--- src/cchd_pkg.sv ---
// Shared types and constants for the coastline cliff height delta pipeline.
package cchd_pkg;

  localparam int HEIGHT_W = 24;
  localparam int COORD_W  = 24;
  localparam int THRESH_W = 23;
  localparam int GLIM_W   = 49;
  localparam int INDEX_W  = 28;
  localparam int DIST_W   = THRESH_W;
  localparam int VALUE_W  = HEIGHT_W + 1;
  localparam int UBITS    = 16;
  localparam int CFG_IDX_W  = 3;
  localparam int CFG_DATA_W = GLIM_W;

  localparam logic [CFG_IDX_W-1:0] CFG_SEA_LEVEL    = 3'd0;
  localparam logic [CFG_IDX_W-1:0] CFG_BAND_THRESH  = 3'd1;
  localparam logic [CFG_IDX_W-1:0] CFG_GRAD_LIMIT   = 3'd2;
  localparam logic [CFG_IDX_W-1:0] CFG_LAND_LIFT    = 3'd3;
  localparam logic [CFG_IDX_W-1:0] CFG_SEA_CUT      = 3'd4;

  typedef struct packed {
    logic signed [HEIGHT_W-1:0] sea_level;
    logic        [THRESH_W-1:0] band_threshold;
    logic        [GLIM_W-1:0]   gradient_limit_sq;
    logic signed [HEIGHT_W-1:0] land_lift;
    logic signed [HEIGHT_W-1:0] sea_cut;
  } cfg_t;

  typedef struct packed {
    logic signed [COORD_W-1:0]  cell_z;
    logic signed [COORD_W-1:0]  cell_x;
    logic signed [HEIGHT_W-1:0] up_height;
    logic signed [HEIGHT_W-1:0] down_height;
    logic signed [HEIGHT_W-1:0] right_height;
    logic signed [HEIGHT_W-1:0] left_height;
    logic signed [HEIGHT_W-1:0] center_height;
  } sample_t;

  // Per-cell state carried alongside the division.
  typedef struct packed {
    logic                       keep;
    logic                       umax;
    logic signed [VALUE_W-1:0]  value;
    logic signed [COORD_W-1:0]  cell_x;
    logic signed [COORD_W-1:0]  cell_z;
  } item_t;

endpackage

--- src/cchd_div.sv ---
// Pipelined restoring divider: one quotient bit of distance / threshold per stage.
module cchd_div (
  input  logic                          clk,
  input  logic                          rst,
  input  logic                          en,
  input  logic                          in_valid,
  input  cchd_pkg::item_t               in_item,
  input  logic [cchd_pkg::DIST_W-1:0]   in_dist,
  input  logic [cchd_pkg::THRESH_W-1:0] divisor,
  output logic                          out_valid,
  output cchd_pkg::item_t               out_item,
  output logic [cchd_pkg::UBITS-1:0]    out_quo
);
  import cchd_pkg::*;

  logic [UBITS-1:0]  v_q;
  item_t             item_q [UBITS];
  logic [DIST_W-1:0] rem_q  [UBITS];
  logic [UBITS-1:0]  quo_q  [UBITS];

  logic              v_in    [UBITS];
  item_t             item_in [UBITS];
  logic [DIST_W-1:0] rem_in  [UBITS];
  logic [UBITS-1:0]  quo_in  [UBITS];

  for (genvar k = 0; k < UBITS; k++) begin : g_stage
    logic [DIST_W:0] shifted;
    logic            ge;

    if (k == 0) begin : g_first
      assign v_in[k]    = in_valid;
      assign item_in[k] = in_item;
      assign rem_in[k]  = in_dist;
      assign quo_in[k]  = '0;
    end else begin : g_rest
      assign v_in[k]    = v_q[k-1];
      assign item_in[k] = item_q[k-1];
      assign rem_in[k]  = rem_q[k-1];
      assign quo_in[k]  = quo_q[k-1];
    end

    assign shifted = {rem_in[k], 1'b0};
    assign ge      = shifted >= {1'b0, divisor};

    always_ff @(posedge clk) begin
      if (rst) begin
        v_q[k] <= 1'b0;
      end else if (en) begin
        v_q[k] <= v_in[k];
      end
    end

    always_ff @(posedge clk) begin
      if (en) begin
        item_q[k] <= item_in[k];
        rem_q[k]  <= ge ? DIST_W'(shifted - {1'b0, divisor}) : shifted[DIST_W-1:0];
        quo_q[k]  <= {quo_in[k][UBITS-2:0], ge};
      end
    end
  end

  assign out_valid = v_q[UBITS-1];
  assign out_item  = item_q[UBITS-1];
  assign out_quo   = quo_q[UBITS-1];

endmodule

--- config.mk ---
export PLATFORM = sky130hd
export DESIGN_NAME = cchd_div
export DESIGN_NICKNAME = d
export VERILOG_FILES = /design/src/cchd_pkg.sv /design/src/cchd_div.sv
export SDC_FILE = /design/constraint.sdc
export NUM_CORES = 2
export LEC_CHECK = 0
export CAP_MARGIN = 20
export CORE_MARGIN = 5
export CORE_UTILIZATION = 60
export CTS_CLUSTER_SIZE = 14
export DETAILED_ROUTE_END_ITERATION = 8
export DONT_BUFFER_PORTS = 1
export PLACE_DENSITY_LB_ADDON = 0.15
export SLEW_MARGIN = 20
export SYNTH_ARGS = -nofsm -noshare
export SYNTH_HDL_FRONTEND = slang
export SYNTH_SLANG_ARGS = --single-unit
export TNS_END_PERCENT = 10
--- constraint.sdc ---
create_clock -name clk -period 17.2 [get_ports clk]
set_clock_uncertainty 0.1 [all_clocks]
set_input_delay 5.16 -clock clk [delete_from_list [all_inputs] [get_ports clk]]
set_output_delay 5.16 -clock clk [all_outputs]
set_load 0.1 [all_outputs]
==> Word-level counts from Yosys, hierarchy flattened <==
Memory sizes are Yosys's and may differ from the RTL's.
Index checks and enable logic that the tools add are counted.
{ "totals": {"register_bits": 16, "latch_bits": 0, "mem_bits_rw": 1824, "rom_bits": 0, "inputBits": 125, "out_inout_bits": 92, "word_cells": 69, "mem_count": 3} }
{ "memory_table": {"columns": ["memory", "words", "word_bits", "read_ports", "rd_clocked_by_memory_dff", "wr", "line", "text"], "rows": [
  ["item_q", 16, 75, 16, 0, 16, "cchd_div.sv:17", "item_t item_q [UBITS];"],
  ["rem_q", 16, 23, 15, 0, 16, "cchd_div.sv:18", "logic [DIST_W-1:0] rem_q [UBITS];"],
  ["quo_q", 16, 16, 16, 0, 16, "cchd_div.sv:19", "logic [UBITS-1:0] quo_q [UBITS];"]
]} }
{ "op_classes": {"n_addsub": 16, "n_mul": 0, "div": 0, "magnitude_cmp": 16, "n_eq_ne": 0, "shift": 0, "muxes": 18, "bitwise_logic": 0, "reduce_logical": 0} }
{ "op_table": {"columns": ["op", "count"], "rows": [
  ["$ge A24 B23 Y1", 16],
  ["$mux W23", 16],
  ["$sub A23 B23 Y23", 16],
  ["$mux W1", 2]
]} }

==> Logic depth before layout (Yosys ltp) <==
An unclocked memory read counts as a cell.
{ "logic_depth": {"word_depth": 3, "ltp_mapped": 16, "depth_no_buf": 12} }

==> Worst setup path after synthesis <==
Ideal clock, no wire load.
{ "synth_timing": {"path_kind": "input -> register", "startpoint": "in divisor[0] (netlist bit)", "endpoint": "mem rem_q[14][10] (netlist bit), data pin", "setup_ns": 0.260, "arrival_ns": 9.330, "required_ns": 16.840, "path_slack_ns": 7.510, "path_stages": 13, "path_buffers": 3, "cell_sequence": "clkbuf_1 > inv_1 > clkbuf_1 > fa_1 > a21o_1 > a21o_1 > a211oi_1 > o211ai_1 > and3_1 > o31ai_1 > a31oi_1 > buf_2 > mux2_2"} }
{ "synth_lines": {"columns": ["item", "line", "text"], "rows": [
  ["start: declaration", "cchd_div.sv:9", "input logic [cchd_pkg::THRESH_W-1:0] divisor,"],
  ["end: declaration", "cchd_div.sv:18", null]
]} }

==> impl_metrics.ini <==
[final_layout]
final_cells = 6486
area_growth_pct = 10.50
drive_gt1_share_pct = 10.14
nFillCells = 7939
layout_common_cells = edfxtp_1 (1681), ha_1 (367), a21oi_1 (337)
mostFrequentLayoutCell = edfxtp_1
fin_nets = 5258
utilization_pct = 66.96

[die]
die_x_um = 355.8
die_area_um2 = 126600
ios = 217
chipHeight_um = 355.8
row_count = 126
start_util_pct = 60.60
core_um2 = 118400

[setup_path]
ff2ff_path_depth = 10
arrival_ps = 10130
crit_fanout = 265
required_ps = 17780
start_kind = input port
slowest_stage = buf_16
cp-end-kind = flop
worstReg2RegStart = rem_q[2][0]$_SDFFCE_PN0P_
critPathKind = in -> reg
crit_family = buffers and inverters
path_buf_inv = 6
critPathMostFrequentCell = buf_16
r2r_slack_ps = 13030
max_stage_delay_ps = 740
cp_cell_sequence = buf_16 -> buf_16 -> buf_16 -> buf_16 -> buf_16 -> buf_16 -> mux2i_1 -> nor2_1
r2r_end = rem_q[3][21]$_DFFE_PP_

[grt]
grt_pass1_vias = 37800
grt.overflow.total = 0
grt_start_max_net_pins = 1698
antenna_found_initial = 12
grtUsageTotal_pct = 20.63
grt_pass1_wl_um = 204900

[routing]
post_drt_wl_per_cell_um = 20.18
ant_nets = 0
routed_wirelength_um = 130900
drc = 0
viasPerCell = 5.752
drt_pass1_iterations = 5
vias = 37310
first_iter_violations = 2361

[pwr]
ir_drop_mv = 0.1201
leakage_nw = 29.08
total_power_mw = 13.47
p_per_area_nw_per_um2 = 169.9

[sta]
finalSetupTns_ps = 0
fmax_ghz = 0.1048
drv_slew = 0
finalCritPeriodShare_pct = 55.50
setup_viol = 0
fin_crit_ps = 9546
relSlewSlack_pct = 14.72
finalHoldViolations = 0
fin_ws_ps = 7655
tightest_slew_ps = 1279
rsz0062_at_grt = false

[clock_network]
cts_hold_buf = 0
cts_buffer_depth = 3
insertion_delay_ps = 790
cts_tree = done
cts_setup_buffers = 0
ctsHtreeMaxLevel = 4
path_clk_slew_ps = 60
cts_resized = 0
cts_sinks = 1697
clock-root-buffer = clkbuf_16
cts_buffers = 167

[yosys]
ys_seq_area_share_pct = 70.80
async_reset_ff_share_pct = 0
avgSynthCellArea_um2 = 15.55
yosysWarnings = 0
ys_seq_elements = 1697
synth.net_count = 5120
synth-edff-count = 1681
syn_inst = 4613
synth_area_um2 = 71750
synth-main-ff-cell = edfxtp_1
synth_cell_type_count = 82

[min_path]
min_from = item_q[1][488]$_DFFE_PP_
min_path_cells = 0
whs_endpoint = item_q[1][563]$_DFFE_PP_
min_path_type = reg -> reg

[job]
cap_viol_max_count = 0

[run_status]
status = completed

[placement]
portBuffers = 0
placedCellCount = 6173
gp_routability_congestion = 0.8905
hpwlAfterDp_um = 78550
place_ws_ps = 7389
-- layout make-up --
class | instances | area (um^2) | share of cell area, %
flip-flops and latches | 1697 | 50800 | 64.08
multi-input cells | 2721 | 20200 | 25.49
clock buffers | 219 | 4458 | 5.623
well taps | 1600 | 2002 | 2.525
clock inverters | 82 | 844.6 | 1.065
repair buffers | 44 | 510.5 | 0.6439
inverters | 120 | 450.4 | 0.5682
diodes | 3 | 7.507 | 0.009470
-- power breakdown --
group / switching, mW / total (mW) / internal, mW
registers: 0.388 / 5.84 / 5.45
logic: 2.20 / 4.10 / 1.91
clock network: 1.56 / 3.52 / 1.96
-- state kept, by name, summed over array words and instances, names as in the netlist --
register   flops
quo_q        136
rem_q        345
v_in          15
item_q      1200
out_valid      1
-- cells by family (layout without fill, tap and decap cells) --
logic type | after synthesis | count (layout) | share of synthesized area [%]
AOI/OAI and AO/OA | 1025 | 1025 | 9.144
xor gates and xnor gates | 271 | 271 | 3.308
adders and majority gates | 382 | 382 | 6.819
buffers and inverters | 195 | 465 | 1.071
DFF | 1697 | 1697 | 70.80
muxes | 212 | 212 | 3.300
other | 0 | 3 | 0
and+or+nand+nor | 831 | 831 | 5.555
-- worst register-to-register path: cells and delay by family (launching register included) --
kind	cells	cell delay, ps
buf+inv	1	540
fa+ha+maj	1	420
compound gates	7	1830
flops	1	450
simple gates	1	580
-- synth_stat cells, types with 11 or more instances --
| cell type | count | share of area (%) |
|---|---|---|
| dfxtp_1 | 16 | 0.45 |
| o21a_1 | 57 | 0.60 |
| buf_1 | 11 | 0.058 |
| nor3_1 | 46 | 0.32 |
| and3_1 | 35 | 0.31 |
| nand4_1 | 45 | 0.39 |
| fa_1 | 15 | 0.42 |
| nor2b_1 | 43 | 0.37 |
| ha_1 | 367 | 6.4 |
| o21ai_0 | 185 | 1.3 |
| edfxtp_1 | 1681 | 70 |
| a211oi_1 | 27 | 0.28 |
| o31a_1 | 16 | 0.20 |
| nand2_1 | 172 | 0.90 |
| mux2i_1 | 25 | 0.35 |
| or3_1 | 28 | 0.24 |
| a21oi_1 | 337 | 2.4 |
| clkbuf_1 | 50 | 0.26 |
| inv_1 | 120 | 0.63 |
| xor2_1 | 77 | 0.94 |
| nor2_1 | 289 | 1.5 |
| xnor2_1 | 194 | 2.4 |
| nand3_1 | 60 | 0.42 |
| or2_2 | 11 | 0.096 |
| a21o_1 | 168 | 1.8 |
| buf_2 | 11 | 0.077 |
| and2_1 | 18 | 0.16 |
| mux2_2 | 184 | 2.9 |
| nand2b_1 | 39 | 0.34 |
| o21bai_1 | 39 | 0.41 |
| o211ai_1 | 18 | 0.19 |
| a21boi_0 | 11 | 0.12 |
| o31ai_1 | 24 | 0.25 |
| a31o_2 | 14 | 0.17 |
| a31oi_1 | 36 | 0.31 |
-- metrics by stage --
step | instance area (um^2) | hold WS, ps
4_1_cts | 79020 | 301.2
6_report | 79280 | 300.8
5_1_grt | 79270 | 309.7
3_5_place_dp | 73720 | 304.5
2_1_floorplan | 71750 | 300.3
3_3_place_gp | 73720 | 300.2
-- worst max-delay path by stage --
stage | start | endpoint | cells after the start
2_1_floorplan | divisor[0] | rem_q[14][10]$_DFFE_PP_ | 13
5_1_grt | en | out_valid$_SDFFE_PP0P_ | 8
6_report | en | v_in[12]$_SDFFE_PP0P_ | 8
3_3_place_gp | divisor[0] | rem_q[0][19]$_DFFE_PP_ | 13
4_1_cts | divisor[0] | rem_q[0][19]$_DFFE_PP_ | 13
3_5_place_dp | divisor[0] | rem_q[0][19]$_DFFE_PP_ | 13
-- routing by layer --
layer	GRT usage (%)	vias to the layer above	wire length, um
met3	4.330	258	6366
met4	6.963	4	3824
met1	25.07	18060	52470
met5	0	-	21
li1	-	18160	-
met2	36.92	821	68230
Power figures use the tool's default switching activity.
