--- src/cchd_pkg.sv ---
// Shared types and constants for the coastline cliff height delta pipeline.
package cchd_pkg;

  localparam int HEIGHT_W = 24;
  localparam int COORD_W  = 24;
  localparam int THRESH_W = 23;
  localparam int GLIM_W   = 49;
  localparam int INDEX_W  = 28;
  localparam int DIST_W   = THRESH_W;
  localparam int VALUE_W  = HEIGHT_W + 1;
  localparam int UBITS    = 16;
  localparam int CFG_IDX_W  = 3;
  localparam int CFG_DATA_W = GLIM_W;

  localparam logic [CFG_IDX_W-1:0] CFG_SEA_LEVEL    = 3'd0;
  localparam logic [CFG_IDX_W-1:0] CFG_BAND_THRESH  = 3'd1;
  localparam logic [CFG_IDX_W-1:0] CFG_GRAD_LIMIT   = 3'd2;
  localparam logic [CFG_IDX_W-1:0] CFG_LAND_LIFT    = 3'd3;
  localparam logic [CFG_IDX_W-1:0] CFG_SEA_CUT      = 3'd4;

  typedef struct packed {
    logic signed [HEIGHT_W-1:0] sea_level;
    logic        [THRESH_W-1:0] band_threshold;
    logic        [GLIM_W-1:0]   gradient_limit_sq;
    logic signed [HEIGHT_W-1:0] land_lift;
    logic signed [HEIGHT_W-1:0] sea_cut;
  } cfg_t;

  typedef struct packed {
    logic signed [COORD_W-1:0]  cell_z;
    logic signed [COORD_W-1:0]  cell_x;
    logic signed [HEIGHT_W-1:0] up_height;
    logic signed [HEIGHT_W-1:0] down_height;
    logic signed [HEIGHT_W-1:0] right_height;
    logic signed [HEIGHT_W-1:0] left_height;
    logic signed [HEIGHT_W-1:0] center_height;
  } sample_t;

  // Per-cell state carried alongside the division.
  typedef struct packed {
    logic                       keep;
    logic                       umax;
    logic signed [VALUE_W-1:0]  value;
    logic signed [COORD_W-1:0]  cell_x;
    logic signed [COORD_W-1:0]  cell_z;
  } item_t;

endpackage

--- src/cchd_chunk.sv ---
// Chunk coordinates and index within the chunk, by reciprocal multiplication.
module cchd_chunk #(
  parameter int CHUNK_RES = 65
) (
  input  logic                               clk,
  input  logic                               en,
  input  logic signed [cchd_pkg::COORD_W-1:0] cell_x,
  input  logic signed [cchd_pkg::COORD_W-1:0] cell_z,
  output logic signed [cchd_pkg::COORD_W-1:0] chunk_x,
  output logic signed [cchd_pkg::COORD_W-1:0] chunk_z,
  output logic signed [cchd_pkg::INDEX_W-1:0] local_index
);
  import cchd_pkg::*;

  localparam int SPAN    = CHUNK_RES - 1;
  localparam int SH_L    = $clog2(SPAN);
  localparam int SHIFT   = COORD_W + SH_L;
  localparam int RECIP_W = COORD_W + 2;
  localparam int PROD_W  = COORD_W + RECIP_W;
  localparam int K_W     = SH_L + 2;
  localparam int WIDE_W  = COORD_W + K_W;
  localparam int LOC_W   = SH_L + 1;
  // Rounded-up reciprocal of the span; exact quotient for every coordinate.
  localparam longint unsigned RECIP = ((64'd1 << SHIFT) + SPAN - 1) / SPAN;
  localparam logic [RECIP_W-1:0]  RECIP_C = RECIP_W'(RECIP);
  localparam logic signed [K_W-1:0] SPAN_S = K_W'(SPAN);
  localparam logic signed [K_W-1:0] RES_S  = K_W'(CHUNK_RES);

  // Lane 0 is x, lane 1 is z.
  logic [PROD_W-1:0]          prod1  [2];
  logic                       neg1   [2];
  logic signed [COORD_W-1:0]  c1     [2];
  logic signed [COORD_W-1:0]  c2     [2];
  logic signed [COORD_W-1:0]  ch2    [2];
  logic signed [COORD_W-1:0]  ch3    [2];
  logic signed [LOC_W-1:0]    loc3   [2];
  logic signed [COORD_W-1:0]  ch4    [2];
  logic signed [INDEX_W-1:0]  idx4;

  logic signed [COORD_W-1:0]  cin    [2];
  logic [COORD_W-1:0]         mag    [2];
  logic [COORD_W-1:0]         q      [2];
  logic signed [WIDE_W-1:0]   back   [2];
  logic signed [WIDE_W-1:0]   rem    [2];
  logic signed [INDEX_W-1:0]  idx;

  always_comb begin
    cin[0] = cell_x;
    cin[1] = cell_z;
    for (int i = 0; i < 2; i++) begin
      mag[i]  = cin[i][COORD_W-1] ? COORD_W'(-cin[i]) : cin[i];
      q[i]    = COORD_W'(prod1[i] >> SHIFT);
      back[i] = WIDE_W'(ch2[i]) * WIDE_W'(SPAN_S);
      rem[i]  = WIDE_W'(c2[i]) - back[i];
    end
    idx = INDEX_W'(loc3[1]) * INDEX_W'(RES_S) + INDEX_W'(loc3[0]);
  end

  always_ff @(posedge clk) begin
    if (en) begin
      for (int i = 0; i < 2; i++) begin
        prod1[i] <= PROD_W'(mag[i]) * PROD_W'(RECIP_C);
        neg1[i]  <= cin[i][COORD_W-1];
        c1[i]    <= cin[i];

        ch2[i]   <= neg1[i] ? -$signed(q[i]) : $signed(q[i]);
        c2[i]    <= c1[i];

        ch3[i]   <= ch2[i];
        loc3[i]  <= LOC_W'(rem[i]);

        ch4[i]   <= ch3[i];
      end
      idx4 <= idx;
    end
  end

  assign chunk_x     = ch4[0];
  assign chunk_z     = ch4[1];
  assign local_index = idx4;

endmodule

--- config.mk ---
export PLATFORM = sky130hd
export DESIGN_NAME = cchd_chunk
export DESIGN_NICKNAME = d
export VERILOG_FILES = /design/src/cchd_pkg.sv /design/src/cchd_chunk.sv
export SDC_FILE = /design/constraint.sdc
export NUM_CORES = 1
export LEC_CHECK = 0
export BUFFER_PORTS_ARGS = -buffer_cell sky130_fd_sc_hd__buf_2
export CAP_MARGIN = 30
export CORE_MARGIN = 1.5
export CORE_UTILIZATION = 62
export DETAILED_ROUTE_END_ITERATION = 16
export GPL_TIMING_DRIVEN = 0
export PLACE_DENSITY = 0.84
export SYNTH_ARGS = -nofsm -noshare
export SYNTH_HDL_FRONTEND = slang
export SYNTH_SLANG_ARGS = --single-unit
--- constraint.sdc ---
create_clock -name clk -period 10.1 [get_ports clk]
set_clock_uncertainty 0.1 [all_clocks]
set_input_delay 2.02 -clock clk [delete_from_list [all_inputs] [get_ports clk]]
set_output_delay 2.02 -clock clk [all_outputs]
set_load 0.005 [all_outputs]
; ---- After elaboration in Yosys (flattened, before gate mapping)
; Memories as Yosys holds them, arrays and structs flattened.
; Cells that the tools add are included.
[word_totals]
mem_bits_rw = 304
register_bits = 28
input_bits = 50
mem_count = 8
[op_classes]
n_addsub = 7
multipliers = 1
n_mux = 6
[mem_list]
columns = memory, words, word_bits, rd, rd_clocked_by_memory_dff, write_ports, line
row1 = c1, 2, 24, 2, 0, 2, cchd_chunk.sv:32  ; logic signed [COORD_W-1:0] c1 [2];
row2 = c2, 2, 24, 2, 0, 2, cchd_chunk.sv:33  ; logic signed [COORD_W-1:0] c2 [2];
row3 = ch2, 2, 24, 2, 0, 2, cchd_chunk.sv:34  ; logic signed [COORD_W-1:0] ch2 [2];
row4 = ch3, 2, 24, 2, 0, 2, cchd_chunk.sv:35  ; logic signed [COORD_W-1:0] ch3 [2];
row5 = ch4, 2, 24, 2, 0, 2, cchd_chunk.sv:37  ; logic signed [COORD_W-1:0] ch4 [2];
row6 = prod1, 2, 24, 2, 0, 2, cchd_chunk.sv:30  ; logic [PROD_W-1:0] prod1 [2];
row7 = 2 more memories, -, -, -, -, -, -
[ops]
columns = op, n
row1 = 2-to-1 mux 24 bit, 4
row2 = negation 20 -> 24 bit, 2
row3 = negation 24 bit, 2
row4 = adder 15 x 7 -> 16 bit, 1
row5 = multiplier 7 x 8 -> 15 bit (second input constant), 1
row6 = subtractor 7 bit, 2
row7 = 2-to-1 mux 1 bit, 2

; ---- Depth between registers and ports, before layout
; An unclocked memory read counts as a cell.
[logic_depth]
ltp_word = 3
depth_mapped = 13

; ---- Worst setup path before layout
; Ideal clock, no wire load.
[synth_path]
path_kind = input port to flip-flop
start = input cell_z[5] (netlist bit)
end = memory prod1[0][46] (netlist bit) (data pin)
arrival_time_ns = 4.236
slack_ns = 5.506
path_stages = 7
setup_time_ns = 0.258
path_cell_list = or4_1 -> or4_1 -> buf_2 -> or4_4 -> or3_4 -> o31ai_4 -> xnor2_1
[synth_lines]
columns = item, line
row1 = "start, declared", cchd_chunk.sv:8  ; input logic signed [cchd_pkg::COORD_W-1:0] cell_z,
row2 = "end, declared", cchd_chunk.sv:30

==> run metrics <==
Root Driver=clkbuf_16; CTS tree=yes; Syn Std Cell Area=between 9000 and 10000 sq um; Via Count=5286; fin crit period=4.38 ns; register area=7210 sq um; first-pass GRT wire length=25.8 mm; total grt overflow=0; Mapped Nets=669; main combinational cell family by area after synthesis=XOR/XNOR gates; Comb pwr share=a little over an eighth; Pre-Repair DR Iteration Count=5; CP Data Arrival Time=between 4 and 5 ns; Leakage=4.25 nW; Synth Area in Compound Gates=5.42%; largest net degree at the start of global routing=130; Die Span Y=128 microns; FP Rows=45; vias in the first global route=5310; Setup TNS=0 ns; cells after synthesis=572; Avg Inst Size Synth=approximately 17 sq um; final setup fails=0; synthesized flop and latch total=240; Max Clock Freq=228 MHz; PortBufs=roughly 130; Crit Path Max Fanout=8; sw power=0.000564 W; # Post-CTS Setup Buffers=0; clk_lat worst skew=0.50 ns; Hold WC Path Type=register to register; crit path launch type=input pin; outcome=finished, final reports clean; part of the power in registers=between 50% and 60%; final wirelength=16.5 mm; fin. max-slew vios=0; Yosys cell types=38; Fillers=roughly 890; slew at the pin closest to its max-slew limit=0.801 ns; hold_buf cts=0; Reg clk slew, reported paths=0.06 ns; RePlAce Congestion=approximately 0.84; cts repair resizes=0; Vias/cell=~5.5; Post-synth EDFFs=240; Adder-Cell Fraction of Synth Area=6.72%; register area share after synthesis=roughly three quarters; Total GRT Usage=20.6%; RSZ-0062 raised after global routing=no; Synth-to-Final Area Change=17.6%; Die Wd=128 microns; clk sinks=240; initial drt markers=234; ys flop type=edfxtp_1; IR drop worst, VDD=approximately 0.00017 V; xor and xnor area share after synthesis=6.82%; Hold Violations, Final=0; area occupied by multi-input gates=between 2000 and 2500 sq um; Power per Cell Area=approximately 220 nW/um^2; Initial Utilization=between 60% and 70%; mux share of post-synthesis cell area=0%; Worst slew margin=46.6%; Design Area, Final=11500 sq um; Sw Ratio=22.8%; CTS H-Tree Depth=1; final net count=821; drt wl/cell=17.3 microns; nature of the critical path endpoint=register; Critical Path RT=10.25 ns; proportion of power drawn by the clock network=35.5%; die footprint=16500 sq um; HPWL Detailed=11.2 mm; Internal=0.00191 W; Post-synth ARST share=0%; Post-DP Area=10700 sq um; final worst-path cycle share=a little over two fifths; drt drc=0; WS Path Type=input pin to register; YS warnings=0; Num CTS Buffers=24; Core Footprint=between 15000 and 20000 sq um; num ports=126; initial antenna violation count=5; maximum clock insertion buffer count=3; fraction of layout cells with a size suffix above 1=24.6%; post-route ant nets=0; Post-Synth Simple-Gate Area=between 5 and 6%; max_cap viols=0
sequential cells by signal (all words and copies together), names as in the netlist:
signal / count
ch3: 48
prod1: 36
loc3: 14
c1: 16
local_index: 16
c2: 14
ch4: 48
ch2: 48
worst max-delay path, stage by stage:
cell and delay (ns):
buf_2 0.10, or4_1 0.59, or4_1 0.43, buf_2 0.17, or4_4 0.55, or3_4 0.38
o31ai_4 0.19, xnor2_1 0.10
cells in the final DEF (no fill, tap or decap), drive strengths merged, types with 9 or more instances in the layout:
cell type / Yosys / layout
edfxtp: 240 / 240
o21ai: 27 / 27
o31ai: 19 / 19
nor2: 13 / 13
o31a: 12 / 12
fa: 9 / 9
or3: 13 / 13
ha: 38 / 38
clkinv: 0 / 13
buf: 15 / 141
or4: 11 / 11
clkbuf: 9 / 36
inv: 15 / 15
nand2: 28 / 28
xnor2: 70 / 70
metal layers:
metal / routed length, microns / share of wire (%) / GRT usage [%]
met1: 5910 / 36 / 21.7
met2: 8780 / 53 / 38.0
met3: 1240 / 7.5 / 6.44
met4: 565 / 3.4 / 8.99
met5: 27 / 0.16 / 0
logic make-up after synthesis:
logic type                 count (synthesis)
AOI/OAI and AO/OA                         76
xor gates and xnor gates                  76
adders and majority gates                 47
buffers and inverters                     39
DFF                                      240
and+or+nand+nor                           94
area by class of cell:
type	instances	area share (%)
multi-input cells	293	20.5
diodes	2	0.0436
flip-flops and latches	240	62.8
plain buffers	24	1.19
clock inverters	16	1.36
clock buffers	27	5.52
inverters	15	0.491
well taps	211	2.30
repair buffers	126	5.78
through the flow:
stage                     util (%)  total power [W]  instances  setup WS (ns)  hold slack (ns)
after global placement        69.8          0.00158        908           4.09            0.301
after floorplan                  -          0.00147        572           5.51            0.300
after global routing          75.2          0.00257        953           5.62            0.324
after CTS                     75.2          0.00249        952           5.71            0.315
after detailed placement      70.0          0.00161        909           5.21            0.305
final                         75.2          0.00247        954           5.72            0.309
worst paths after layout:
path / cells after the start / slack, ns / end / start
setup / recovery: 8 / 5.72 / prod1[0][46] / cell_z[5]
hold / removal: 0 / 0.31 / ch3[0][33] / ch2[0][33]
hold reg to reg: 0 / 0.31 / ch3[0][33] / ch2[0][33]
setup reg to reg: 12 / 5.92 / local_index[13] / loc3[0][7]
power by group through the flow:
stage	sequential (W)	clock (W)	combinational, W
5_1_grt	0.00128	0.000933	0.000357
3_5_place_dp	0.00130	0	0.000315
4_1_cts	0.00128	0.000889	0.000322
3_3_place_gp	0.00129	0	0.000291
6_report	0.00127	0.000877	0.000321
2_1_floorplan	0.00129	0	0.000188
synth_stat cells, types with 5 or more instances:
cell,n,share of area (%)
o41ai_1,5,0.45
nand2b_1,7,0.45
xor2_1,6,0.54
xnor2_1,70,6.3
o21ai_0,26,1.3
buf_4,12,0.92
o31ai_1,18,1.4
edfxtp_1,240,74
inv_1,15,0.58
or3_1,12,0.77
nand2_1,28,1.1
ha_1,38,4.9
nor2_1,13,0.50
or4_1,10,0.77
fa_1,9,1.8
clkbuf_1,9,0.35
o31a_1,12,1.1
nor4_1,5,0.32
(Power assumes the default switching activity.)
