===== src/cchd_pkg.sv =====
// Shared types and constants for the coastline cliff height delta pipeline.
package cchd_pkg;

  localparam int HEIGHT_W = 24;
  localparam int COORD_W  = 24;
  localparam int THRESH_W = 23;
  localparam int GLIM_W   = 49;
  localparam int INDEX_W  = 28;
  localparam int DIST_W   = THRESH_W;
  localparam int VALUE_W  = HEIGHT_W + 1;
  localparam int UBITS    = 16;
  localparam int CFG_IDX_W  = 3;
  localparam int CFG_DATA_W = GLIM_W;

  localparam logic [CFG_IDX_W-1:0] CFG_SEA_LEVEL    = 3'd0;
  localparam logic [CFG_IDX_W-1:0] CFG_BAND_THRESH  = 3'd1;
  localparam logic [CFG_IDX_W-1:0] CFG_GRAD_LIMIT   = 3'd2;
  localparam logic [CFG_IDX_W-1:0] CFG_LAND_LIFT    = 3'd3;
  localparam logic [CFG_IDX_W-1:0] CFG_SEA_CUT      = 3'd4;

  typedef struct packed {
    logic signed [HEIGHT_W-1:0] sea_level;
    logic        [THRESH_W-1:0] band_threshold;
    logic        [GLIM_W-1:0]   gradient_limit_sq;
    logic signed [HEIGHT_W-1:0] land_lift;
    logic signed [HEIGHT_W-1:0] sea_cut;
  } cfg_t;

  typedef struct packed {
    logic signed [COORD_W-1:0]  cell_z;
    logic signed [COORD_W-1:0]  cell_x;
    logic signed [HEIGHT_W-1:0] up_height;
    logic signed [HEIGHT_W-1:0] down_height;
    logic signed [HEIGHT_W-1:0] right_height;
    logic signed [HEIGHT_W-1:0] left_height;
    logic signed [HEIGHT_W-1:0] center_height;
  } sample_t;

  // Per-cell state carried alongside the division.
  typedef struct packed {
    logic                       keep;
    logic                       umax;
    logic signed [VALUE_W-1:0]  value;
    logic signed [COORD_W-1:0]  cell_x;
    logic signed [COORD_W-1:0]  cell_z;
  } item_t;

endpackage


===== src/cchd_blend.sv =====
// Smoothstep weight, scaling of the lift or cut, rounding and saturation.
module cchd_blend (
  input  logic                               clk,
  input  logic                               rst,
  input  logic                               en,
  input  logic                               in_valid,
  input  cchd_pkg::item_t                    in_item,
  input  logic [cchd_pkg::UBITS-1:0]         in_quo,
  output logic                               out_valid,
  output logic signed [cchd_pkg::HEIGHT_W-1:0] out_delta
);
  import cchd_pkg::*;

  localparam int U_W    = UBITS + 1;
  localparam int UU_W   = 2 * UBITS + 1;
  localparam int M_W    = UBITS + 2;
  localparam int SP_W   = UU_W + M_W;
  localparam int PROD_W = VALUE_W + U_W + 1;
  localparam int R_W    = PROD_W - UBITS;
  localparam logic [U_W-1:0]      ONE      = U_W'(1) << UBITS;
  localparam logic [M_W-1:0]      THREE    = M_W'(3) << UBITS;
  localparam logic [PROD_W-1:0]   HALF     = PROD_W'(1) << (UBITS - 1);
  localparam logic [R_W-1:0]      POS_MAX  = R_W'((1 << (HEIGHT_W - 1)) - 1);
  localparam logic [R_W-1:0]      NEG_MAX  = R_W'(1 << (HEIGHT_W - 1));

  logic                        v1, v2, v3, v4;
  logic                        keep1, keep2, keep3, keep4;
  logic signed [VALUE_W-1:0]   value1, value2;
  logic [UU_W-1:0]             uu1;
  logic [M_W-1:0]              m1;
  logic [U_W-1:0]              s2;
  logic signed [PROD_W-1:0]    prod3;
  logic signed [HEIGHT_W-1:0]  delta4;

  logic [U_W-1:0]              u;
  logic [SP_W-1:0]             sprod;
  logic [U_W-1:0]              w;
  logic [PROD_W-1:0]           mag;
  logic [R_W-1:0]              r;
  logic [HEIGHT_W-1:0]         rs;
  logic signed [HEIGHT_W-1:0]  delta;

  always_comb begin
    u     = in_item.umax ? ONE : {1'b0, in_quo};
    sprod = uu1 * m1;
    w     = ONE - s2;
    mag   = prod3[PROD_W-1] ? PROD_W'(-prod3) : prod3;
    r     = R_W'((mag + HALF) >> UBITS);
    if (!prod3[PROD_W-1] && (r > POS_MAX)) begin
      rs = POS_MAX[HEIGHT_W-1:0];
    end else if (prod3[PROD_W-1] && (r > NEG_MAX)) begin
      rs = NEG_MAX[HEIGHT_W-1:0];
    end else begin
      rs = r[HEIGHT_W-1:0];
    end
    delta = prod3[PROD_W-1] ? -$signed(rs) : $signed(rs);
  end

  always_ff @(posedge clk) begin
    if (rst) begin
      v1 <= 1'b0;
      v2 <= 1'b0;
      v3 <= 1'b0;
      v4 <= 1'b0;
    end else if (en) begin
      v1 <= in_valid;
      v2 <= v1;
      v3 <= v2;
      v4 <= v3;
    end
  end

  always_ff @(posedge clk) begin
    if (en) begin
      keep1  <= in_item.keep;
      value1 <= in_item.value;
      uu1    <= UU_W'(u * u);
      m1     <= THREE - M_W'({u, 1'b0});

      keep2  <= keep1;
      value2 <= value1;
      s2     <= U_W'(sprod >> (2 * UBITS));

      keep3  <= keep2;
      prod3  <= PROD_W'(value2) * $signed({1'b0, w});

      // A zero weight also rounds to a zero delta, which is dropped here.
      keep4  <= keep3 && (delta != '0);
      delta4 <= delta;
    end
  end

  assign out_valid = v4 && keep4;
  assign out_delta = delta4;

endmodule


===== config.mk =====
export PLATFORM = sky130hd
export DESIGN_NAME = cchd_blend
export DESIGN_NICKNAME = d
export VERILOG_FILES = /design/src/cchd_pkg.sv /design/src/cchd_blend.sv
export SDC_FILE = /design/constraint.sdc
export NUM_CORES = 2
export LEC_CHECK = 0
export ABC_AREA = 0
export BUFFER_PORTS_ARGS = -buffer_cell sky130_fd_sc_hd__buf_2
export CORE_MARGIN = 2
export CORE_UTILIZATION = 50
export CTS_CLUSTER_SIZE = 10
export DETAILED_ROUTE_END_ITERATION = 7
export GPL_TIMING_DRIVEN = 0
export PLACE_DENSITY = 0.66
export SETUP_SLACK_MARGIN = 0.1
export SKIP_LAST_GASP = 1
export SLEW_MARGIN = 20
export SYNTH_ARGS = -nofsm -noshare
export SYNTH_HDL_FRONTEND = slang
export SYNTH_SLANG_ARGS = --single-unit

===== constraint.sdc =====
create_clock -name clk -period 16.09 [get_ports clk]
set_input_delay 1.609 -clock clk [delete_from_list [all_inputs] [get_ports clk]]
set_output_delay 1.609 -clock clk [all_outputs]
set_load 0.05 [all_outputs]

Word level (Yosys, flattened, before mapping)
Cells that the tools add are included.

Register bits: 193. Bits of input ports: 95. Word-level logic and storage cells: 36.

Reductions and logical operators: 6. Multipliers: 3. Order comparisons: 2. Muxes and demuxes: 5. $add $sub $neg: 5.

Operator list (number): 24-bit two-way mux (3); 33-bit by 18-bit multiplier with 49-bit output (1); 43-bit by 16-bit adder with 43-bit output (second input constant) (1); 25-bit by 18-bit multiplier with 43-bit output (1); 43-bit two-way mux (1); 43-bit negator (1); 17-bit by 17-bit multiplier with 33-bit output (1); 27-bit by 23-bit greater-than comparator with 1-bit output (second input constant) (1); 27-bit by 24-bit greater-than comparator with 1-bit output (second input constant) (1); 24-bit negator (1); 24-bit nonzero test (1); 18-bit subtractor (first input constant) (1); 17-bit two-way mux (1); 17-bit subtractor (first input constant) (1); 1-bit logical AND (4); 1-bit logical NOT (1).

Logic depth before layout (Yosys ltp)
Depth after elaboration: 11. Depth in mapped cells: 36. Depth with buffers taken out: 33.

Worst setup path after synthesis
OpenSTA, ideal clock, no wires.

Kind: input to register. Start point: input in_item[73] in the netlist's numbering. End point: register uu1[32], data pin. Cell stages on the path: 27. Setup slack: 7814 ps. Arrival time: 8008 ps. Path buffers: 3. Cell sequence: clkbuf_1 clkbuf_1 nor2b_1 clkbuf_1 nand2_1 inv_1 fa_1 inv_1 fa_1 inv_1 fa_1 fa_1 inv_1 fa_1 inv_1 fa_1 ha_1 o21a_1 o31a_1 nor4_1 or4_1 a31oi_1 a41o_1 o41a_1 a21bo_2 o41ai_1 xnor2_1.

Word-level cells in the longest chain between the ends: 2.

RTL lines: start, declared (line cchd_blend.sv:7) `input cchd_pkg::item_t in_item,`; 17-bit two-way mux (line cchd_blend.sv:44) `u = in_item.umax ? ONE : {1'b0, in_quo};`; 17-bit by 17-bit multiplier with 33-bit output (line cchd_blend.sv:77) `uu1 <= UU_W'(u * u);`; end signal, assigned (line cchd_blend.sv:77); end, declared (line cchd_blend.sv:29) `logic [UU_W-1:0] uu1;`.

No other way between the ends. A chain may end at the register's enable or synchronous reset.

Worst setup path after layout
Start point: register s2[0]. End point: register prod3[40], data pin.

Word-level cells in the longest chain between the ends: 2.

RTL lines: start, declared (line cchd_blend.sv:31) `logic [U_W-1:0] s2;`; start signal, assigned (line cchd_blend.sv:82) `s2 <= U_W'(sprod >> (2 * UBITS));`; 17-bit subtractor (line cchd_blend.sv:46) `w = ONE - s2;`; 25-bit by 18-bit multiplier with 43-bit output (line cchd_blend.sv:85) `prod3 <= PROD_W'(value2) * $signed({1'b0, w});`; end signal, assigned (line cchd_blend.sv:85); end, declared (line cchd_blend.sv:32) `logic signed [PROD_W-1:0] prod3;`.

No other way between the ends.

==> flow_metrics.tcl <==
set metrics [dict create \
    outcome "finished, violations left" \
    violations "DRC" \
    syn_area_mm2 0.0485 \
    cts.sinks 190 \
    skew_ns 0.0337 \
    path_clk_slew_ns 0.09 \
    nets 6754 \
    port_buffers 70 \
    ys.flop_type "edfxtp_1" \
    drt_first_pass_iters 8 \
    ys_warn_count 0 \
    fp.dieW_um 315 \
    first_iter_violations 2682 \
    seq_area_frac_synth_pct 11.7 \
    max_freq_mhz 92.7 \
    antenna_found_initial 2 \
    chipHeight_um 315 \
    finalSetupViolations 0 \
    start_kind "flip-flop" \
    crit_required_ns 16.33 \
    rsz0062_at_grt "no" \
    grt_pass1_vias 36290 \
    areaGrowthSynthToFinish_pct 5.79 \
    cts_buffers 17 \
    ys_seq_elements 190 \
    core_area_mm2 0.0964 \
    max-slew-margin-rel_pct 30.5 \
    wl_per_cell_um 19.3 \
    cts_resized 0 \
    insertion_delay_ns 0.53 \
    io_pins 120 \
    timing.final.crit_share_pct 67.1 \
    grt_pass1_wl_um 203000 \
    tritoncts "done" \
    gp_congestion 0.973 \
    final_max_slew_viol_count 0 \
    ant_nets 0 \
    criticalPathCategory "flip-flop to flip-flop" \
    async_reset_ff_share_pct 0 \
    wl_um 126000 \
    setup_tns_ns 0 \
    critPathMaxFanout 10 \
    syn_area_per_cell_um2 9.46 \
    drc_errors 4 \
    rows 114 \
    grt_usage_pct 26.6 \
    worst_slew_pin_slew_ns 1.03 \
    dieArea_mm2 0.0994 \
    critPathMaxStageDelay_ns 0.78 \
    clk_path_buf_depth 2 \
    rrSetupSlack_ns 5.30 \
    hpwl_um 104000 \
    cts_hold_buf 0 \
    cp_common_cell "fa_1" \
    hold_violations 0 \
    dr_total_vias 34561 \
    vias_per_cell 5.29 \
    netlist_instances 5124 \
    initial_core_util_pct 50.3 \
    synth_edf_count 186 \
    post-route-min-period_ns 10.79 \
    crit_path_end_kind "flip-flop" \
    hold_class "flip-flop to flip-flop" \
    gr-total-overflow 0 \
    cp.arrival_ns 11.03 \
    yosys.cell_types.count 102 \
    htreeDepth 4 \
    final_layout_size_suffix_gt1_share_pct 3.48 \
    cts-root-buf "clkbuf_16" \
    post_cts_buffers 0 \
    maxCapViolCount 0 \
    grt_max_degree 95 \
    slowest_stage "clkbuf_1" \
]
-- registers in the layout, summed over array words and instances (netlist names) --
signal     count
prod3         43
uu1           32
value1        25
value2        25
out_delta     24
s2            17
m1            16
keep1          1
keep2          1
keep3          1
keep4          1
v1             1
v2             1
v3             1
v4             1
-- worst max-delay path: cells and delay by family (launching register included) --
kind,cells,cell delay [ns]
AO/OA/AOI/OAI,12,2.83
XOR/XNOR,2,0.71
adder cells (fa/ha/maj),8,3.81
buffers and inverters,7,2.48
flip-flops,1,0.36
AND/OR/NAND/NOR,2,0.32
-- through the flow --
stage                     setup slack, ns  hold WS [ns]  cells  util (%)  instance area (um^2)
final                                5.30         0.413   6537      53.2                 51300
after CTS                            5.41         0.412   6534      53.2                 51300
after detailed placement             5.43         0.405   6502      52.5                 50700
after floorplan                      7.81         0.400   5152         -                 48600
after global placement               5.15         0.400   6498      52.4                 50500
after global routing                 4.88         0.421   6534      53.2                 51300
-- routing by layer --
layer  GRT usage (%)  vias up  part of all wire (%)  wire length (um)
met4            6.68        0                   2.1              2690
met3            6.73      142                   9.5             12000
met2            40.5     1324                    44             55500
met5               0        -                     0                 0
li1                -    15594                     -                 -
met1            38.4    17501                    44             55700
-- area by class of cell --
| class | count | area (um^2) |
|---|---|---|
| well taps | 1276 | 1600 |
| inverters | 1236 | 4640 |
| clock inverters | 15 | 174 |
| flip-flops and latches | 190 | 5670 |
| diodes | 3 | 7.51 |
| repair buffers | 74 | 438 |
| fillers | 8934 | 45100 |
| clock buffers | 17 | 425 |
| plain buffers | 206 | 795 |
| multi-input cells | 3520 | 37500 |
-- worst paths after layout --
kind         startpoint  cells past startpoint    endpoint
max               s2[0]                     31   prod3[40]
min          value1[15]                      0  value2[15]
max reg2reg       s2[0]                     31   prod3[40]
min reg2reg  value1[15]                      0  value2[15]
-- cell usage in the layout, fill, tap and decap left out, types with 28 or more instances in the layout --
| cell type | count |
|---|---|
| xor2_1 | 43 |
| nor2b_1 | 55 |
| nor3_1 | 45 |
| nand2_1 | 750 |
| a21oi_1 | 86 |
| inv_1 | 1234 |
| ha_1 | 355 |
| and2_1 | 391 |
| nand3_1 | 53 |
| o21ai_0 | 63 |
| xnor2_1 | 114 |
| buf_2 | 80 |
| edfxtp_1 | 186 |
| conb_1 | 30 |
| nor2_1 | 115 |
| a21o_1 | 28 |
| fa_1 | 1059 |
| clkbuf_1 | 190 |
-- cell usage after synthesis (18+ instances only) --
master | count | area (um^2)
nor3_1 | 45 | 225
edfxtp_1 | 186 | 5590
nand3_1 | 53 | 265
nor2b_1 | 55 | 344
and2_1 | 391 | 2450
a21o_1 | 28 | 210
xor2_1 | 46 | 403
o21a_1 | 18 | 135
nor4_1 | 20 | 125
nor2_1 | 115 | 432
nand2_1 | 750 | 2820
fa_1 | 1059 | 21200
ha_1 | 355 | 4440
o21ai_0 | 63 | 315
clkbuf_1 | 190 | 713
and3_1 | 20 | 125
inv_1 | 1234 | 4630
a21oi_1 | 86 | 430
xnor2_1 | 119 | 1040
-- kinds of logic after synthesis --
kind of cell,share of synthesized area [%]
adder cells (fa/ha/maj),52.9
flip-flops,11.7
buffers and inverters,11.2
multiplexers,0.258
AO/OA/AOI/OAI,5.18
other,0.0155
XOR/XNOR,3.15
AND/OR/NAND/NOR,15.6
Power is left out: the tool's default activity adds up to more than one toggle a clock period on the data nets, which glitch-free logic cannot reach.
