--- src/cchd_pkg.sv ---
// Shared types and constants for the coastline cliff height delta pipeline.
package cchd_pkg;

  localparam int HEIGHT_W = 24;
  localparam int COORD_W  = 24;
  localparam int THRESH_W = 23;
  localparam int GLIM_W   = 49;
  localparam int INDEX_W  = 28;
  localparam int DIST_W   = THRESH_W;
  localparam int VALUE_W  = HEIGHT_W + 1;
  localparam int UBITS    = 16;
  localparam int CFG_IDX_W  = 3;
  localparam int CFG_DATA_W = GLIM_W;

  localparam logic [CFG_IDX_W-1:0] CFG_SEA_LEVEL    = 3'd0;
  localparam logic [CFG_IDX_W-1:0] CFG_BAND_THRESH  = 3'd1;
  localparam logic [CFG_IDX_W-1:0] CFG_GRAD_LIMIT   = 3'd2;
  localparam logic [CFG_IDX_W-1:0] CFG_LAND_LIFT    = 3'd3;
  localparam logic [CFG_IDX_W-1:0] CFG_SEA_CUT      = 3'd4;

  typedef struct packed {
    logic signed [HEIGHT_W-1:0] sea_level;
    logic        [THRESH_W-1:0] band_threshold;
    logic        [GLIM_W-1:0]   gradient_limit_sq;
    logic signed [HEIGHT_W-1:0] land_lift;
    logic signed [HEIGHT_W-1:0] sea_cut;
  } cfg_t;

  typedef struct packed {
    logic signed [COORD_W-1:0]  cell_z;
    logic signed [COORD_W-1:0]  cell_x;
    logic signed [HEIGHT_W-1:0] up_height;
    logic signed [HEIGHT_W-1:0] down_height;
    logic signed [HEIGHT_W-1:0] right_height;
    logic signed [HEIGHT_W-1:0] left_height;
    logic signed [HEIGHT_W-1:0] center_height;
  } sample_t;

  // Per-cell state carried alongside the division.
  typedef struct packed {
    logic                       keep;
    logic                       umax;
    logic signed [VALUE_W-1:0]  value;
    logic signed [COORD_W-1:0]  cell_x;
    logic signed [COORD_W-1:0]  cell_z;
  } item_t;

endpackage

--- src/cchd_front.sv ---
// Front stages: band test, distance to sea level and squared gradient test.
module cchd_front (
  input  logic                           clk,
  input  logic                           rst,
  input  logic                           en,
  input  logic                           in_valid,
  input  cchd_pkg::sample_t              in_data,
  input  cchd_pkg::cfg_t                 cfg,
  output logic                           out_valid,
  output cchd_pkg::item_t                out_item,
  output logic [cchd_pkg::DIST_W-1:0]    out_dist
);
  import cchd_pkg::*;

  // Stage 1 registers.
  logic                       v1;
  logic signed [VALUE_W-1:0]  diff1;
  logic signed [VALUE_W-1:0]  gx1;
  logic signed [VALUE_W-1:0]  gz1;
  logic signed [COORD_W-1:0]  cx1;
  logic signed [COORD_W-1:0]  cz1;

  // Stage 2 registers.
  logic                       v2;
  logic                       inband2;
  logic                       umax2;
  logic [DIST_W-1:0]          dist2;
  logic signed [VALUE_W-1:0]  value2;
  logic [2*HEIGHT_W-1:0]      gxsq2;
  logic [2*HEIGHT_W-1:0]      gzsq2;
  logic signed [COORD_W-1:0]  cx2;
  logic signed [COORD_W-1:0]  cz2;

  // Stage 3 registers.
  logic                       v3;
  item_t                      item3;
  logic [DIST_W-1:0]          dist3;

  logic [VALUE_W-1:0]         mag;
  logic                       inband;
  logic signed [2*VALUE_W-1:0] gxsq_full;
  logic signed [2*VALUE_W-1:0] gzsq_full;
  logic [GLIM_W-1:0]          gsum;

  always_comb begin
    mag = diff1[VALUE_W-1] ? VALUE_W'(-diff1) : diff1;
    inband = (cfg.band_threshold != '0) &&
             (mag <= {2'b00, cfg.band_threshold});
    gxsq_full = gx1 * gx1;
    gzsq_full = gz1 * gz1;
    gsum = {1'b0, gxsq2} + {1'b0, gzsq2};
  end

  always_ff @(posedge clk) begin
    if (rst) begin
      v1 <= 1'b0;
      v2 <= 1'b0;
      v3 <= 1'b0;
    end else if (en) begin
      v1 <= in_valid;
      v2 <= v1;
      v3 <= v2;
    end
  end

  always_ff @(posedge clk) begin
    if (en) begin
      diff1 <= VALUE_W'(in_data.center_height) - VALUE_W'(cfg.sea_level);
      gx1   <= VALUE_W'(in_data.right_height) - VALUE_W'(in_data.left_height);
      gz1   <= VALUE_W'(in_data.up_height) - VALUE_W'(in_data.down_height);
      cx1   <= in_data.cell_x;
      cz1   <= in_data.cell_z;

      inband2 <= inband;
      umax2   <= (mag == {2'b00, cfg.band_threshold});
      dist2   <= mag[DIST_W-1:0];
      // Exactly at sea level counts as the sea side.
      value2  <= (diff1 > 0) ? VALUE_W'(cfg.land_lift) : -VALUE_W'(cfg.sea_cut);
      gxsq2   <= gxsq_full[2*HEIGHT_W-1:0];
      gzsq2   <= gzsq_full[2*HEIGHT_W-1:0];
      cx2     <= cx1;
      cz2     <= cz1;

      item3.keep   <= inband2 && (gsum >= cfg.gradient_limit_sq);
      item3.umax   <= umax2;
      item3.value  <= value2;
      item3.cell_x <= cx2;
      item3.cell_z <= cz2;
      dist3        <= dist2;
    end
  end

  assign out_valid = v3;
  assign out_item  = item3;
  assign out_dist  = dist3;

endmodule

--- config.mk ---
export PLATFORM = sky130hd
export DESIGN_NAME = cchd_front
export DESIGN_NICKNAME = d
export VERILOG_FILES = /design/src/cchd_pkg.sv /design/src/cchd_front.sv
export SDC_FILE = /design/constraint.sdc
export NUM_CORES = 2
export LEC_CHECK = 0
export BUFFER_PORTS_ARGS = -buffer_cell sky130_fd_sc_hd__buf_2
export CAP_MARGIN = 30
export CORE_MARGIN = 4
export CORE_UTILIZATION = 65
export CTS_BUF_LIST = sky130_fd_sc_hd__clkbuf_8
export CTS_CLUSTER_SIZE = 8
export DETAILED_ROUTE_END_ITERATION = 10
export PLACE_DENSITY = 0.83
export SLEW_MARGIN = 0
export SYNTH_ARGS = -nofsm -noshare
export SYNTH_HDL_FRONTEND = slang
export SYNTH_SLANG_ARGS = --single-unit
--- constraint.sdc ---
create_clock -name clk -period 11.85 [get_ports clk]
set_clock_uncertainty 0.1 [all_clocks]
set_input_delay 2.37 -clock clk [delete_from_list [all_inputs] [get_ports clk]]
set_output_delay 2.37 -clock clk [all_outputs]
set_load 0.02 [all_outputs]
# Word level (Yosys, flattened, before mapping)
# Cells that the tools add are included.
[classes]
n_addsub = 6
eq_ne = 1
n_mul = 2
mux = 2
reduce_logical = 3
n_lt_le_gt_ge = 3
[ops]
columns = ["cell", "n"]
rows = [
  ["$mul 25x25->48", 2],
  ["$sub 24x24->25", 3],
  ["$mux 25", 2],
  ["$add 48x48->49", 1],
  ["$ge 49x49->1", 1],
  ["$eq 25x23->1", 1],
  ["$gt 25x1->1 const B", 1],
  ["$le 25x23->1", 1],
  ["$neg 24->25", 1],
  ["$neg 25->25", 1],
  ["$reduce_bool 23->1", 1],
  ["$logic_and 1x1->1", 2],
]
[totals]
reg_bits = 418
in_bits = 316
word_cells = 39

# Longest topological paths before layout
[logic_depth]
word_depth = 4
depth_mapped = 29

# Least setup slack after synthesis
# No wires, ideal clock.
[synth_path]
kind = "flip-flop to flip-flop"
startpoint = "register gx1[24]"
endpoint = "register gxsq2[47] (data pin)"
arrival_ns = 7.154
period_less_slack_ns = 7.514
stages_incl_launch_ff = 27
setup_time_ns = 0.260
required_time_ns = 11.490
setup_slack_ns = 4.336
cell_sequence = "edfxtp_1 clkbuf_1 clkbuf_1 nand2_1 inv_1 fa_1 fa_1 inv_1 fa_1 inv_1 fa_1 fa_1 fa_1 inv_1 fa_1 inv_1 ha_1 a21o_1 a21o_1 a21o_1 a21o_1 a21oi_1 nor2_1 a31o_2 or4_1 a31oi_1 xnor2_1"
[synth_via]
elab_chain_cells = 1
[synth_lines]
columns = ["element", "line_no", "source"]
rows = [
  ["start: declaration", "cchd_front.sv:18", "logic signed [VALUE_W-1:0] gx1;"],
  ["start signal: assignment", "cchd_front.sv:69", "gx1 <= VALUE_W'(in_data.right_height) - VALUE_W'(in_data.left_height);"],
  ["$mul 25x25->48", "cchd_front.sv:49", "gxsq_full = gx1 * gx1;"],
  ["named net gxsq_full[47]", "cchd_front.sv:41", "logic signed [2*VALUE_W-1:0] gxsq_full;"],
  ["end signal: assignment", "cchd_front.sv:79", "gxsq2 <= gxsq_full[2*HEIGHT_W-1:0];"],
  ["end: declaration", "cchd_front.sv:29", "logic [2*HEIGHT_W-1:0] gxsq2;"],
]
# The timed path passes the listed nets, and every way through them passes these cells.
# A chain may end at the register's enable or synchronous reset.

# Worst setup path after layout
[layout_path]
startpoint = "register gz1[9]"
endpoint = "register gzsq2[47] (data pin)"
[layout_via]
elab_chain_cells = 1
[layout_lines]
columns = ["element", "line_no", "source"]
rows = [
  ["start: declaration", "cchd_front.sv:19", "logic signed [VALUE_W-1:0] gz1;"],
  ["start signal: assignment", "cchd_front.sv:70", "gz1 <= VALUE_W'(in_data.up_height) - VALUE_W'(in_data.down_height);"],
  ["$mul 25x25->48", "cchd_front.sv:50", "gzsq_full = gz1 * gz1;"],
  ["named net gzsq_full[47]", "cchd_front.sv:42", "logic signed [2*VALUE_W-1:0] gzsq_full;"],
  ["end signal: assignment", "cchd_front.sv:80", "gzsq2 <= gzsq_full[2*HEIGHT_W-1:0];"],
  ["end: declaration", "cchd_front.sv:30", "logic [2*HEIGHT_W-1:0] gzsq2;"],
]
# The timed path passes the listed nets, and every way through them passes these cells.

==> results by stage <==
Setup path:
- The maximum cell stage delay along the critical path is 930 ps.
- STA classifies the critical path startpoint as a flip-flop.
- In this run the worst path has a maximum fanout of 21.
- In this design, the critical path's most frequently occurring cell is sky130_fd_sc_hd__fa_1.
- For this design, the slowest cell found on the critical path is sky130_fd_sc_hd__edfxtp_1.
- The path type of the worst setup path is reg -> reg.
- The worst setup path is captured at a flip-flop.
- The worst path required time is 12210 ps.
- Data on the critical path arrives at its endpoint at 9240 ps.

Global route:
- The initial antenna violation count was 3.
- The global-route wire length before repair is 228.0 mm.
- The global route total overflow is 0.
- In the global route stage, overall resource usage came out at 29.23%.
- The via count of the first global-routing pass is 46990.
- Entering global routing, the biggest net connects 148 pins.

Clocking:
- After clock tree synthesis, the clock-pin slew on the worst setup and hold paths is 60 ps.
- TritonCTS built the clock tree.
- The post-CTS setup-driven buffer insertion count is 0.
- The tree is rooted in a sky130_fd_sc_hd__clkbuf_8.
- The H-tree depth is 3.
- The hold-fix buffer count after cts is 0.
- The TritonCTS buffer count is 76.
- Clock tree synthesis found a total of 416 sinks.
- The number of instances resized during post-cts repair is 0.
- The clock tree buffer depth is 3.
- The clock latency on the worst-skew pair is 710 ps.

Layout:
- The layout overhead on the synthesized area is 8.182%.
- Summing all non-filler instances in the final layout gives an area of 66130 sq um.
- For this run, the number of standard cells in the final layout without fillers is 7596.
- The post-route netlist has 9.543% of its cells at a drive strength greater than 1.
- For this run, the post-layout net count is 8280.
- The fill cell instance count of the final layout is 6685.

Logic synthesis:
- The number of synthesized flops with an enable pin is 413.
- After synthesis, the largest family of logic cells by area is adder cells.
- Yosys instantiated no cell more often than sky130_fd_sc_hd__inv_1.
- Synthesis produced 5882 cells.
- The cell area that synthesis handed to floorplanning was 61120 sq um.
- The total of warnings raised by yosys is 0.
- After synthesis, flip-flops and latches occupy 20.39% of the total area.
- The most common flop cell mapped by yosys is sky130_fd_sc_hd__edfxtp_1.
- The number of distinct library cell variants in the gate-level netlist after synthesis is 83.
- Counting flops and latches in the post-synthesis netlist gives 416.
- The number of nets in the synthesized netlist is 7869.
- The multiplexer share of the synthesized area is 0.1576%.
- The share of the synthesized area in compound gates (AO/OA/AOI/OAI) is 6.837%.
- The post-synthesis average cell area is 10.39 sq um.
- The synthesized design devotes to its leading area cell type 38.78% of total area.
- The synthesized netlist devotes 48.75% of its cell area to adder and majority cells.
- Summing the areas of all and, or, nand and nor instances in the mapped netlist gives 9.649% of the synthesized area.
- The largest area contributor in the synthesized netlist is sky130_fd_sc_hd__fa_1.
- Of the total synthesized cell area, the portion taken by XOR and XNOR cells is 3.955%.
- Ranked by total cell area, the synthesized netlist is headed by sky130_fd_sc_hd__fa_1 (39%), sky130_fd_sc_hd__edfxtp_1 (20%), sky130_fd_sc_hd__ha_1 (10%).
- Sorting the synthesized cells by how often they occur yields sky130_fd_sc_hd__inv_1 (1534), sky130_fd_sc_hd__fa_1 (1184), sky130_fd_sc_hd__ha_1 (487), sky130_fd_sc_hd__nand2_1 (466), sky130_fd_sc_hd__edfxtp_1 (413).
- The post-synthesis async set-or-reset flop share is 0%.

STA:
- The number of endpoints with negative hold slack in the final report is 0.
- The headroom to the max-slew limit is 28.47%.
- Setup repair after global routing left no endpoint under its margin.
- The setup total negative slack is 0 ps.
- The maximum operating frequency is 112.7 MHz.
- The final-report max-slew violation count is 0.
- The number of failing setup endpoints in the final timing report is 0.
- The time the final worst path needs with I/O delays and setup is 8873 ps.
- The post-route worst hold slack is 281.1 ps.
- The measured slew at the worst slew-check pin is 1063 ps.
- The post-route clock period utilization is 74.87%.

Placed design:
- Summed over all nets, the half-perimeter wirelength after detailed placement is 113.1 mm.
- After detailed placement, the total cell area comes to 64720 sq um.
- Routability-driven placement finished with a final weighted congestion of 0.9329.
- The number of placed instances with taps included is 7467.
- Port buffering added 414 buffers.

Floorplanning:
- The core region is 93330 sq um.
- The overall die height is 314.7 um.
- Row generation in the floorplan step produced 112 rows.
- The effective utilization at floorplan is 65.49%.
- The die area is 99010 sq um.
- In this run the horizontal extent of the chip is 314.7 um.
- The I/O pin count is 415.

Drt:
- After detailed routing, the total wire length is 138.4 mm.
- After detailed routing, the average wire length per cell comes to 18.23 um.
- Summing over every cut layer, the via total after detailed routing is 42070.
- Before antenna repair, the detailed router went through 5 iterations.
- The final antenna-violating net count is 0.
- After detailed routing, the number of remaining DRC violations is 0.
- In this run, the number of DRC markers left after iteration 0 of detailed routing was 2813.
- The via count normalized by instance count is 5.538.

Worst hold path:
- The class of the tightest hold or removal check is reg -> reg.

Flow run:
- Max-cap violations in this run came to 0.

Status:
- The flow ran to the end, and the final reports show no timing, DRC or antenna violations.
==> final timing paths <==
path                              from   endpoint  slack, ps  cells after the start
worst max-delay path            gz1[9]  gzsq2[47]       2980                     26
worst max register to register  gz1[9]  gzsq2[47]       2980                     26
worst min-delay path            cx1[9]     cx2[9]        280                      0
worst min register to register  cx1[9]     cx2[9]        280                      0
==> cell usage in the layout (no fill, tap or decap), types with 76 or more instances in the layout <==
cell                       instances
sky130_fd_sc_hd__xor2_1           76
sky130_fd_sc_hd__edfxtp_1        413
sky130_fd_sc_hd__o21ai_0         121
sky130_fd_sc_hd__xnor2_1         200
sky130_fd_sc_hd__nor2_1          186
sky130_fd_sc_hd__ha_1            487
sky130_fd_sc_hd__a21o_1          107
sky130_fd_sc_hd__fa_1           1184
sky130_fd_sc_hd__clkbuf_8         78
sky130_fd_sc_hd__and2_1          244
sky130_fd_sc_hd__buf_2           413
sky130_fd_sc_hd__nand2_1         466
sky130_fd_sc_hd__inv_1          1552
sky130_fd_sc_hd__a21oi_1         165
==> flip-flops by register name (all words and copies together), names as in the netlist <==
register and flops:
diff1 25, gx1 25, v1 1, cz1 24, v2 1, gz1 25, gzsq2 47, value2 25
cx1 24, out_dist 23, inband2 1, dist2 23, out_item 75, out_valid 1, gxsq2 47, cz2 24
cx2 24, umax2 1
==> logic make-up after synthesis <==
kind of cell	Yosys count
adders and majority gates	1671
AOI/OAI and AO/OA	634
DFF	416
xor gates and xnor gates	276
muxes	9
and+or+nand+nor	1207
buffers and inverters	1669
==> final cells by class <==
| class | count | area [sq um] | share of cell area, % |
|---|---|---|---|
| Clock inverter | 47 | 289.0 | 0.4371 |
| Antenna cell | 2 | 5.005 | 0.007569 |
| Sequential cell | 416 | 12460 | 18.85 |
| Inverter | 1536 | 5766 | 8.719 |
| Tap cell | 1254 | 1569 | 2.373 |
| Multi-Input combinational cell | 3797 | 42390 | 64.11 |
| Clock buffer | 78 | 1074 | 1.623 |
| Timing Repair Buffer | 466 | 2567 | 3.883 |
==> metrics by stage <==
step | setup WS, ps | util [%]
after floorplan | 4336 | -
after CTS | 3120 | 70.80
final | 2977 | 70.85
after detailed placement | 3114 | 69.34
after global placement | 3394 | 69.25
after global routing | 2631 | 70.85
==> worst max-delay path: cells and delay by family, from the launching register on <==
| family | cells | cell delay, ps |
|---|---|---|
| XOR/XNOR | 1 | 140 |
| adder cells (fa/ha/maj) | 8 | 3700 |
| buffers and inverters | 7 | 980 |
| AO/OA/AOI/OAI | 7 | 2060 |
| AND/OR/NAND/NOR | 3 | 730 |
| flip-flops | 1 | 930 |
==> per-layer routing <==
metal	track usage, %	vias up	part of all wire, %
li1	-	18930	-
met1	34.83	21020	36
met2	50.87	1632	51
met3	5.798	481	7.8
met4	14.52	2	5.3
met5	0	-	0.0051
Power is left out: the tool's default activity adds up to more than one toggle a clock period on the data nets, which glitch-free logic cannot reach.
